$ cat src/fresnel_dielectric_reflectance_top_assert.svh
// Assertion macros shared by the Fresnel reflectance block.
`ifndef FRESNEL_DIELECTRIC_REFLECTANCE_TOP_ASSERT_SVH
`define FRESNEL_DIELECTRIC_REFLECTANCE_TOP_ASSERT_SVH

// Same-cycle implication, reset masks the check
`define FDR_ASSERT_IMPLY(label, clk, rst_n, ante, cons) \
  label: assert property (@(posedge clk) disable iff (!rst_n) (ante) |-> (cons)) \
    else $error("fdr: same-cycle check failed");

// Next-cycle implication, reset masks the check
`define FDR_ASSERT_NEXT(label, clk, rst_n, ante, cons) \
  label: assert property (@(posedge clk) disable iff (!rst_n) (ante) |=> (cons)) \
    else $error("fdr: next-cycle check failed");

`endif

$ cat src/fdr_sqrt.sv
// Pipelined integer square root, one result bit per stage.
module fdr_sqrt #(
  parameter int unsigned VW   = 30,
  parameter int unsigned SB_W = 1
) (
  input  logic              clk_i,
  input  logic              rst_ni,
  input  logic              en_i,
  input  logic              vld_i,
  input  logic [VW-1:0]     v_i,
  input  logic [SB_W-1:0]   sb_i,
  output logic              vld_o,
  output logic [VW/2-1:0]   root_o,
  output logic [SB_W-1:0]   sb_o
);

  localparam int unsigned RW  = VW / 2;
  localparam int unsigned RMW = RW + 3;

  logic            vld_q  [RW];
  logic [RMW-1:0]  rem_q  [RW];
  logic [RW-1:0]   root_q [RW];
  logic [VW-1:0]   v_q    [RW];
  logic [SB_W-1:0] sb_q   [RW];

  for (genvar k = 0; k < RW; k++) begin : g_stage
    logic            p_vld;
    logic [RMW-1:0]  p_rem;
    logic [RW-1:0]   p_root;
    logic [VW-1:0]   p_v;
    logic [SB_W-1:0] p_sb;
    logic [RMW-1:0]  sh;
    logic [RMW-1:0]  trial;
    logic            ge;

    if (k == 0) begin : g_first
      assign p_vld  = vld_i;
      assign p_rem  = '0;
      assign p_root = '0;
      assign p_v    = v_i;
      assign p_sb   = sb_i;
    end else begin : g_next
      assign p_vld  = vld_q[k-1];
      assign p_rem  = rem_q[k-1];
      assign p_root = root_q[k-1];
      assign p_v    = v_q[k-1];
      assign p_sb   = sb_q[k-1];
    end

    // bring down the next bit pair, test against 4*root+1
    assign sh    = {p_rem[RMW-3:0], p_v[VW-1 -: 2]};
    assign trial = {1'b0, p_root, 2'b01};
    assign ge    = (sh >= trial);

    always_ff @(posedge clk_i or negedge rst_ni) begin
      if (!rst_ni) begin
        vld_q[k] <= 1'b0;
      end else if (en_i) begin
        vld_q[k] <= p_vld;
      end
    end

    always_ff @(posedge clk_i) begin
      if (en_i) begin
        rem_q[k]  <= ge ? (sh - trial) : sh;
        root_q[k] <= {p_root[RW-2:0], ge};
        v_q[k]    <= {p_v[VW-3:0], 2'b00};
        sb_q[k]   <= p_sb;
      end
    end
  end

  assign vld_o  = vld_q[RW-1];
  assign root_o = root_q[RW-1];
  assign sb_o   = sb_q[RW-1];

endmodule

$ cat config.mk
export PLATFORM = sky130hd
export DESIGN_NAME = fdr_sqrt
export DESIGN_NICKNAME = d
export VERILOG_FILES = /design/src/fresnel_dielectric_reflectance_top_assert.svh /design/src/fdr_sqrt.sv
export SDC_FILE = /design/constraint.sdc
export NUM_CORES = 1
export LEC_CHECK = 0
export ABC_AREA = 0
export BUFFER_PORTS_ARGS = -buffer_cell sky130_fd_sc_hd__buf_2
export CAP_MARGIN = 20
export CELL_PAD_IN_SITES_DETAIL_PLACEMENT = 0
export CELL_PAD_IN_SITES_GLOBAL_PLACEMENT = 1
export CORE_AREA = 2 2 332 334
export CTS_BUF_LIST = sky130_fd_sc_hd__clkbuf_8
export CTS_CLUSTER_DIAMETER = 50
export DETAILED_ROUTE_END_ITERATION = 8
export DIE_AREA = 0 0 334 336
export GPL_TIMING_DRIVEN = 0
export PLACE_DENSITY = 0.39
export SLEW_MARGIN = 5
export SYNTH_ARGS = -nofsm -noshare
export SYNTH_HDL_FRONTEND = slang
export SYNTH_SLANG_ARGS = --single-unit
$ cat constraint.sdc
create_clock -name clk_i -period 5.2 [get_ports clk_i]
set_input_delay 0.52 -clock clk_i [delete_from_list [all_inputs] [get_ports clk_i]]
set_output_delay 0.52 -clock clk_i [all_outputs]
set_load 0.01 [all_outputs]
==> metrics <==
Critical Path RT approximately 5.7 ns; global-route wire length before repair 85.9 mm; Syn Inst Count between 1500 and 2000; status complete, no violations; cell count after placement 3338; max cap viols 0; Multi-input gate area 0.00817 mm^2; IO buf count 51; hold_ws between 0.2 and 0.25 ns; Clock Power Share 0.346; worst slew pin tran 0.898 ns; Top delay family on crit path compound AO/OA/AOI/OAI gates; Setup-failing EPs final 0; number of global-route vias before repair 15206; sequential share of power 0.501; Critical path origin rem_q[1][77]; Max Buffers Root-to-Sink 3; Max Freq 306 MHz; area fraction of the dominant cell type after synthesis 0.642; initial antenna violation count 3; DP Wirelength 37.5 mm; FFs w/ async S/R, synth 0.0264; flop-to-flop setup slack between 1.5 and 2 ns; critical path type reg2reg; critical path cell sequence ha_1, a21o_1, a21oi_1, a2bb2oi_1, a31oi_1, o31ai_4, buf_6, mux2_2; crit-path max FO 10; EDFF count, synth 553; largest net degree at the start of global routing between 100 and 150; Initial DRC Count between 900 and 1000; peak supply drop 0.000196 V; switching fraction of total power 0.277; fin. max-slew vios 0; leakage power approximately 11 nW; Die Wd approximately 330 um; Ports 52; top-count cell post-synth edfxtp_1; Mapped Area 0.0259 mm^2; register area share after synthesis 0.656; Hold/Removal Path Class in2async; area leader, netlist edfxtp_1; CP max stage cell o31ai_4; P_sw roughly 3.3 mW; overall routing resource usage 0.0974; Ys Warns 0; RSZ-0062 raised after global routing false; setup TNS 0 ns; post-CTS setup buffer count 0; num rows roughly 120; min cycle time layout about 3.3 ns; DRC Markers 0; Wirelength per Cell 15.1 um; RR Startpoint rem_q[1][77]; post-route antenna net violation count 0; number of synthesized register bits around 570; Synth Area per Inst between 10 and 15 um^2; Sink Count 568; starting density of the core 0.239; nets@finish between 2000 and 2500; Vias/cell ~4.2; core outline area roughly 0.11 mm^2; CTS root buf clkbuf_8; startpoint class of the critical path register; first drt pass iteration count 5; CP Buf/Inv Count 1; vias 15007; drt total wl 53.8 mm; Setup Skew roughly 0.04 ns; die area 0.112 mm^2; CP endpoint kind register; largest cells by area after synthesis edfxtp_1 64%, ha_1 6.5%, xnor2_1 3.1%; CTS tree done; TritonCTS buffer count ~110; syn_nets approximately 2000; Setup crit end rem_q[1][98]; crit-path max cell delay ~0.52 ns; Worst path depth 8; H-Tree Depth 3; FILL cells roughly 11000; combined flip-flop and latch cell area roughly 0.017 mm^2; power per cell area 392 mW/mm^2; Slew headroom 0.398; placer's final routability congestion estimate approximately 0.79; layout cells sized above 1 0.137; clk slew on worst S/H paths approximately 0.06 ns; Finished Layout Cells approximately 3600; Post-synth top cells 553 x edfxtp_1, 166 x inv_1, 135 x ha_1; Reg2Reg Depth 8; Die Y roughly 340 um; fin crit share 0.628; Post-synth top flop edfxtp_1; Clk Latency, worst-skew pair slightly below 0.8 ns; synth-to-layout area growth 17.5%; Yosys cell types 79; Internal between 8 and 9 mW; final hold vios 0; Comb pwr share 0.153; GRT overflow 0; total power draw 11.9 mW; WP data arrival 3.77 ns; reg2reg end rem_q[1][98]
==> metrics by stage <==
step	cell area [um^2]	setup WS [ns]	utilization
2_1_floorplan	25900	2.60	-
3_3_place_gp	27900	-5.64	0.257
3_5_place_dp	28000	1.40	0.258
4_1_cts	30400	1.95	0.280
5_1_grt	30400	1.74	0.280
6_report	30400	1.93	0.280
==> layout make-up <==
class / instances / share of cell area
flip-flops and latches: 568 / 0.558
multi-input cells: 1112 / 0.269
well taps: 1414 / 0.0582
clock buffers: 111 / 0.0502
repair buffers: 89 / 0.0235
inverters: 167 / 0.0206
clock inverters: 92 / 0.0169
plain buffers: 22 / 0.00337
diodes: 1 / 0.0000823
==> kinds of logic after synthesis <==
group                      count (synthesis)  share of synthesized area
and+or+nand+nor                          412                     0.0822
xor gates and xnor gates                 152                     0.0517
buffers and inverters                    189                     0.0282
DFF                                      568                      0.656
AOI/OAI and AO/OA                        339                     0.0848
other                                      1                   0.000145
muxes                                     73                     0.0314
adders and majority gates                135                     0.0653
==> sequential cells by signal, summed over array words and instances (netlist names) <==
register,count
v_q,210
rem_q,208
root_q,120
sb_q,15
g_stage.p_vld,14
vld_o,1
==> cell usage in the layout, fill, tap and decap left out, types with 40 or more instances in the layout <==
cell type	n
a21oi_1	103
buf_2	56
clkbuf_8	111
edfxtp_1	553
ha_1	135
inv_1	198
mux2_2	66
nand2_1	78
nor2_1	106
nor3_1	40
o21ai_0	78
xnor2_1	92
xor2_1	59
==> power groups by stage <==
stage | combinational [mW] | sequential [mW] | clock [mW]
floorplan | 1.33 | 5.94 | 0
CTS | 1.85 | 5.99 | 4.39
global placement | 1.81 | 6.15 | 0
global route | 2.07 | 6.04 | 4.59
finish | 1.83 | 5.97 | 4.13
detailed placement | 1.82 | 6.08 | 0
==> worst min path at each step <==
stage / from / end / slack (ns) / depth (start not counted)
3_3_place_gp: v_q[1][46] / v_q[1][76] / 0.40 / 0
6_report: rst_ni / vld_o / 0.20 / 2
3_5_place_dp: v_q[0][94] / v_q[0][124] / 0.40 / 0
4_1_cts: rst_ni / vld_o / 0.10 / 2
5_1_grt: rst_ni / vld_o / 0.16 / 2
2_1_floorplan: rst_ni / g_stage[10].p_vld / 0.22 / 0
==> metal layers <==
layer,track usage,vias up,share of wire
met5,0,-,0
met4,0.0416,0,0.026
met3,0.0229,101,0.050
met2,0.147,277,0.43
met1,0.133,7205,0.49
li1,-,7424,-
==> worst reg2reg max path, cell delays in order, from the launching register on <==
cell       delay [ns]
edfxtp_1         0.41
ha_1             0.42
a21o_1           0.21
a21oi_1          0.33
a2bb2oi_1        0.24
a31oi_1          0.25
o31ai_4          0.52
buf_6            0.26
mux2_2           0.37
==> repair_timing <==
item                       in CTS  in global routing
hold buffers                   34                  0
setup endpoints to repair       0                  0
gates resized for setup         0                  0
hold endpoints to repair       48                  0
Note: power is estimated with default switching activity, not from simulation.
