--- src/fresnel_dielectric_reflectance_top_assert.svh ---
// Assertion macros shared by the Fresnel reflectance block.
`ifndef FRESNEL_DIELECTRIC_REFLECTANCE_TOP_ASSERT_SVH
`define FRESNEL_DIELECTRIC_REFLECTANCE_TOP_ASSERT_SVH

// Same-cycle implication, reset masks the check
`define FDR_ASSERT_IMPLY(label, clk, rst_n, ante, cons) \
  label: assert property (@(posedge clk) disable iff (!rst_n) (ante) |-> (cons)) \
    else $error("fdr: same-cycle check failed");

// Next-cycle implication, reset masks the check
`define FDR_ASSERT_NEXT(label, clk, rst_n, ante, cons) \
  label: assert property (@(posedge clk) disable iff (!rst_n) (ante) |=> (cons)) \
    else $error("fdr: next-cycle check failed");

`endif

--- src/fdr_div.sv ---
// Pipelined restoring divider, one quotient bit per stage.
// Needs r0 < den; gives floor(({r0, lo}) / den) over QW quotient bits.
module fdr_div #(
  parameter int unsigned DW   = 16,
  parameter int unsigned QW   = 14,
  parameter int unsigned SB_W = 1
) (
  input  logic            clk_i,
  input  logic            rst_ni,
  input  logic            en_i,
  input  logic            vld_i,
  input  logic [DW-1:0]   r0_i,
  input  logic [QW-1:0]   lo_i,
  input  logic [DW-1:0]   den_i,
  input  logic [SB_W-1:0] sb_i,
  output logic            vld_o,
  output logic [QW-1:0]   quo_o,
  output logic [SB_W-1:0] sb_o
);

  logic            vld_q [QW];
  logic [DW-1:0]   rem_q [QW];
  logic [QW-1:0]   quo_q [QW];
  logic [QW-1:0]   lo_q  [QW];
  logic [DW-1:0]   den_q [QW];
  logic [SB_W-1:0] sb_q  [QW];

  for (genvar k = 0; k < QW; k++) begin : g_stage
    logic            p_vld;
    logic [DW-1:0]   p_rem;
    logic [QW-1:0]   p_quo;
    logic [QW-1:0]   p_lo;
    logic [DW-1:0]   p_den;
    logic [SB_W-1:0] p_sb;
    logic [DW:0]     sh;
    logic [DW:0]     diff;
    logic            ge;

    if (k == 0) begin : g_first
      assign p_vld = vld_i;
      assign p_rem = r0_i;
      assign p_quo = '0;
      assign p_lo  = lo_i;
      assign p_den = den_i;
      assign p_sb  = sb_i;
    end else begin : g_next
      assign p_vld = vld_q[k-1];
      assign p_rem = rem_q[k-1];
      assign p_quo = quo_q[k-1];
      assign p_lo  = lo_q[k-1];
      assign p_den = den_q[k-1];
      assign p_sb  = sb_q[k-1];
    end

    // shift in the next dividend bit, subtract when it fits
    assign sh   = {p_rem, p_lo[QW-1]};
    assign diff = sh - {1'b0, p_den};
    assign ge   = (sh >= {1'b0, p_den});

    always_ff @(posedge clk_i or negedge rst_ni) begin
      if (!rst_ni) begin
        vld_q[k] <= 1'b0;
      end else if (en_i) begin
        vld_q[k] <= p_vld;
      end
    end

    always_ff @(posedge clk_i) begin
      if (en_i) begin
        rem_q[k] <= ge ? diff[DW-1:0] : sh[DW-1:0];
        quo_q[k] <= {p_quo[QW-2:0], ge};
        lo_q[k]  <= {p_lo[QW-2:0], 1'b0};
        den_q[k] <= p_den;
        sb_q[k]  <= p_sb;
      end
    end
  end

  assign vld_o = vld_q[QW-1];
  assign quo_o = quo_q[QW-1];
  assign sb_o  = sb_q[QW-1];

endmodule

--- config.mk ---
export PLATFORM = sky130hd
export DESIGN_NAME = fdr_div
export DESIGN_NICKNAME = d
export VERILOG_FILES = /design/src/fresnel_dielectric_reflectance_top_assert.svh /design/src/fdr_div.sv
export SDC_FILE = /design/constraint.sdc
export NUM_CORES = 1
export LEC_CHECK = 0
export ABC_AREA = 1
export ABC_CLOCK_PERIOD_IN_PS = 2300
export BUFFER_PORTS_ARGS = -buffer_cell sky130_fd_sc_hd__buf_4
export CORE_MARGIN = 2
export CORE_UTILIZATION = 50
export DETAILED_ROUTE_END_ITERATION = 7
export PLACE_DENSITY = 0.72
export SYNTH_ARGS = -nofsm -noshare
export SYNTH_HDL_FRONTEND = slang
export SYNTH_SLANG_ARGS = --single-unit
--- constraint.sdc ---
create_clock -name clk_i -period 2.3 [get_ports clk_i]
set_input_delay 0.69 -clock clk_i [delete_from_list [all_inputs] [get_ports clk_i]]
set_output_delay 0.69 -clock clk_i [all_outputs]
set_load 0.02 [all_outputs]
==> insert_results.sql <==
INSERT INTO impl_metrics (metric_group, metric, value, unit) VALUES
('status', 'outcome', 'complete, no violations', ''),
('yosys', 'synth.yosys.warnings', '0', ''),
('timing', 'fin_skew', '0.0224', 'ns'),
('global_route', 'antenna_found_initial', '0', ''),
('die', 'dieHeight', '279', 'um'),
('power_and_ir_drop', 'cellPowerDensity', '1220', 'nW/um2'),
('global_route', 'grt.overflow.total', '0', ''),
('yosys', 'simple_gate_area_share_of_the_yosys_netlist', '27.5', '%'),
('timing', 'final-setup-viol-count', '0', ''),
('final_layout', 'layout-area-overhead-vs-synth', '15.1', '%'),
('drt', 'via_count', '28800', ''),
('yosys', 'dominant_combinational_cell_family_by_area_after_synthesis', 'simple AND/OR/NAND/NOR gates', ''),
('worst_setup_path', 'path_max_fanout', '8', ''),
('die', 'die_w', '279', 'um'),
('yosys', 'synth_top_cell_by_area', 'sky130_fd_sc_hd__edfxtp_1', ''),
('die', 'io-pin-count', '67', ''),
('yosys', 'cell_with_the_most_instances_after_synthesis', 'sky130_fd_sc_hd__nand2_1', ''),
('worst_setup_path', 'r2r_cells', '11', ''),
('place', 'dp.final_hpwl', '72.1', 'mm'),
('yosys', 'area_share_of_the_leading_cell_type_in_the_synthesized_netlist', '49.7', '%'),
('drt', 'dr.first_iter.drc_count', '1977', ''),
('place', 'place.port_buffers', '66', ''),
('timing', 'layout_worst_path_cycle_share', '96.2', '%'),
('cts', 'worst_skew_pair.late_latency', '0.61', 'ns'),
('yosys', 'ys_ff_latch', '640', ''),
('die', 'placement_rows', '100', ''),
('drt', 'detailedRoute.firstPassIterationCount', '7', ''),
('drt', 'm1WireLength', '36.9', 'mm'),
('power_and_ir_drop', 'ir_worst_vdd', '0.706', 'mV'),
('yosys', 'mappedNetlistArea', '37900', 'um2'),
('global_route', 'grt_pass1_vias', '28000', ''),
('die', 'design.core.area', '74700', 'um2'),
('cts', 'tritoncts_clock_tree', 'built', ''),
('die', 'die_area', '77900', 'um2'),
('yosys', 'synth-compound-area-share', '2.44', '%'),
('timing', 'max_slew_margin', '66.6', '%'),
('yosys', 'fraction_of_synthesized_area_in_multiplexers', '0.0595', '%'),
('job', 'max_cap_viols', '0', ''),
('global_route', 'combined_global_route_utilization_of_all_metal_layers', '23.5', '%'),
('yosys', 'synth_flop_cell', 'sky130_fd_sc_hd__edfxtp_1', ''),
('final_layout', 'final_net_count', '4962', ''),
('cts', 'number_of_sinks_driven_by_the_clock_tree', '640', ''),
('power_and_ir_drop', 'reported_leakage_power', '0.0220', 'uW'),
('drt', 'number_of_remaining_drc_errors', '0', ''),
('drt', 'highest-signal-layer', 'met4', ''),
('global_route', 'grt_max_degree', '81', ''),
('final_layout', 'layout-drive-gt1-share', '12.7', '%'),
('drt', 'via_per_inst', '5.05', ''),
('yosys', 'synth-edff-count', '626', ''),
('worst_hold_path', 'hold_path.class', 'input port to flip-flop', ''),
('timing', 'final-max-slew-violation-count', '0', ''),
('final_layout', 'filler_cell_count', '6578', ''),
('yosys', 'postSynth.asyncResetShare', '2.19', '%'),
('drt', 'dr_wl_met2', '48.0', 'mm'),
('cts', 'cts_root_buffer', 'sky130_fd_sc_hd__clkbuf_16', ''),
('final_layout', 'final_area', '43600', 'um2'),
('worst_setup_path', 'critical_path_required', '2.63', 'ns'),
('cts', 'cts.reportedPaths.clkPinSlew', '0.06', 'ns'),
('worst_setup_path', 'worst_ep_arrival_time', '2.55', 'ns'),
('yosys', 'synth_top_cells_by_count', 'sky130_fd_sc_hd__nand2_1, sky130_fd_sc_hd__inv_1, sky130_fd_sc_hd__edfxtp_1', ''),
('worst_setup_path', 'setup.worst_path.class', 'flip-flop to flip-flop', ''),
('timing', 'hold-worst-slack', '0.259', 'ns'),
('global_route', 'grt_pass1_wl', '145', 'mm'),
('worst_setup_path', 'worstReg2RegEnd', 'rem_q[0][31]$_DFFE_PP_', ''),
('place', 'placed_cell_area', '41000', 'um2'),
('drt', 'met3_wirelength', '3.58', 'mm'),
('drt', 'wl', '91.3', 'mm'),
('worst_hold_path', 'min_delay_worst_endpoint', 'den_q[0][3]$_DFFE_PP_', ''),
('final_layout', 'diodes', '0', ''),
('yosys', 'synth.area.top_cells', 'sky130_fd_sc_hd__edfxtp_1, sky130_fd_sc_hd__nand2_1, sky130_fd_sc_hd__inv_1', ''),
('worst_setup_path', 'rr_startpoint', 'rem_q[0][10]$_DFFE_PP_', '');
-- per-stage QoR --
step / cells / TNS [ns] / total power (uW) / setup WS (ns) / util, %
after floorplan: 4374 / 0 / 34100 / 0.0989 / -
after global placement: 5559 / -7.39 / 40400 / -0.450 / 54.8
after detailed placement: 5559 / -7.48 / 40900 / -0.469 / 54.8
after CTS: 5693 / 0 / 53100 / 0.0105 / 58.2
after global routing: 5700 / -0.0183 / 56900 / -0.0183 / 58.3
final: 5700 / 0 / 52900 / 0.0881 / 58.3
-- area by class of cell --
class / count / share of cell area [%]
Timing Repair Buffer: 272 / 5.37
Tap cell: 969 / 2.78
Inverter: 855 / 7.36
Multi-Input combinational cell: 2832 / 34.8
Clock inverter: 49 / 1.29
Sequential cell: 640 / 43.9
Clock buffer: 83 / 4.40
-- how the worst max path moves through the flow --
stage | start | end | slack [ns]
finish | rem_q[0][10]$_DFFE_PP_ | rem_q[0][31]$_DFFE_PP_ | 0.09
global route | den_q[0][7]$_DFFE_PP_ | rem_q[0][17]$_DFFE_PP_ | -0.02
CTS | rem_q[0][10]$_DFFE_PP_ | rem_q[0][17]$_DFFE_PP_ | 0.01
detailed placement | r0_i[10] | rem_q[0][14]$_DFFE_PP_ | -0.47
global placement | r0_i[10] | rem_q[0][14]$_DFFE_PP_ | -0.45
floorplan | den_i[12] | rem_q[0][4]$_DFFE_PP_ | 0.1
-- report_power, final --
part           internal (uW)  switching [uW]  total (uW)  leakage, uW
combinational           8440           14800       23200       0.0145
sequential             16200            1520       17800      0.00631
clock                   7270            4710       12000      0.00119
-- state kept, by name, indices dropped and copies added (netlist names) --
name	flops
den_q	208
g_stage.p_vld	13
lo_q	91
quo_q	105
rem_q	208
sb_q	14
vld_o	1
-- worst max-delay path, stage by stage, from the launching register on --
cell                       delay [ns]
sky130_fd_sc_hd__edfxtp_1        0.49
sky130_fd_sc_hd__ha_2            0.44
sky130_fd_sc_hd__nand2_1         0.11
sky130_fd_sc_hd__inv_2           0.07
sky130_fd_sc_hd__nand2_1         0.07
sky130_fd_sc_hd__nor2_2          0.15
sky130_fd_sc_hd__nand3b_1        0.12
sky130_fd_sc_hd__nand2_2         0.09
sky130_fd_sc_hd__nor2_4          0.05
sky130_fd_sc_hd__buf_4           0.17
sky130_fd_sc_hd__nand3_1         0.07
sky130_fd_sc_hd__nand2_1         0.09
-- what timing repair did --
action / in CTS / in global routing
endpoints found under the setup margin: 8 / 55
pin swaps: 1 / 1
gates resized for setup: 0 / 14
hold buffers: 1 / 0
setup buffers: 1 / 7
endpoints found under the hold margin: 14 / 0
cloned: 0 / 0
-- cells in the final DEF, fill, tap and decap left out, types with 5 or more instances in the layout --
cell type,Yosys,layout
sky130_fd_sc_hd__nand2_1,1535,1534
sky130_fd_sc_hd__inv_1,828,827
sky130_fd_sc_hd__edfxtp_1,626,626
sky130_fd_sc_hd__nand3_1,358,358
sky130_fd_sc_hd__buf_4,14,247
sky130_fd_sc_hd__ha_1,224,219
sky130_fd_sc_hd__nor2_1,148,146
sky130_fd_sc_hd__a21oi_1,128,128
sky130_fd_sc_hd__nand2_2,79,80
sky130_fd_sc_hd__clkbuf_16,0,75
sky130_fd_sc_hd__xor2_1,62,62
sky130_fd_sc_hd__nand4_1,57,57
sky130_fd_sc_hd__nor3_1,33,33
sky130_fd_sc_hd__nand3b_1,30,30
sky130_fd_sc_hd__inv_2,27,28
sky130_fd_sc_hd__buf_12,4,23
sky130_fd_sc_hd__nor2_2,20,22
sky130_fd_sc_hd__nand2_4,22,18
sky130_fd_sc_hd__nand3_2,17,17
sky130_fd_sc_hd__xnor2_1,16,16
sky130_fd_sc_hd__nor2_4,14,14
sky130_fd_sc_hd__dfrtp_1,14,14
sky130_fd_sc_hd__fa_1,13,13
sky130_fd_sc_hd__o21a_1,12,12
sky130_fd_sc_hd__o21ai_0,11,11
sky130_fd_sc_hd__clkinv_1,0,11
sky130_fd_sc_hd__bufinv_16,0,11
sky130_fd_sc_hd__o21bai_1,10,10
sky130_fd_sc_hd__and2_1,9,9
sky130_fd_sc_hd__inv_6,0,9
sky130_fd_sc_hd__clkinv_2,0,9
sky130_fd_sc_hd__clkinvlp_4,0,8
sky130_fd_sc_hd__clkbuf_1,3,7
sky130_fd_sc_hd__nand2_8,1,5
-- kinds of logic after synthesis --
logic type | Yosys count
muxes | 2
AOI/OAI and AO/OA | 167
xor gates and xnor gates | 78
adders and majority gates | 237
and+or+nand+nor | 2348
buffers and inverters | 902
DFF | 640
-- routing by layer --
metal	global-route usage [%]	up-vias
met5	0	-
met4	8.37	0
met3	2.73	175
met2	44.3	649
met1	27.4	13400
li1	-	14600
Note: power is estimated with default switching activity, not from simulation.
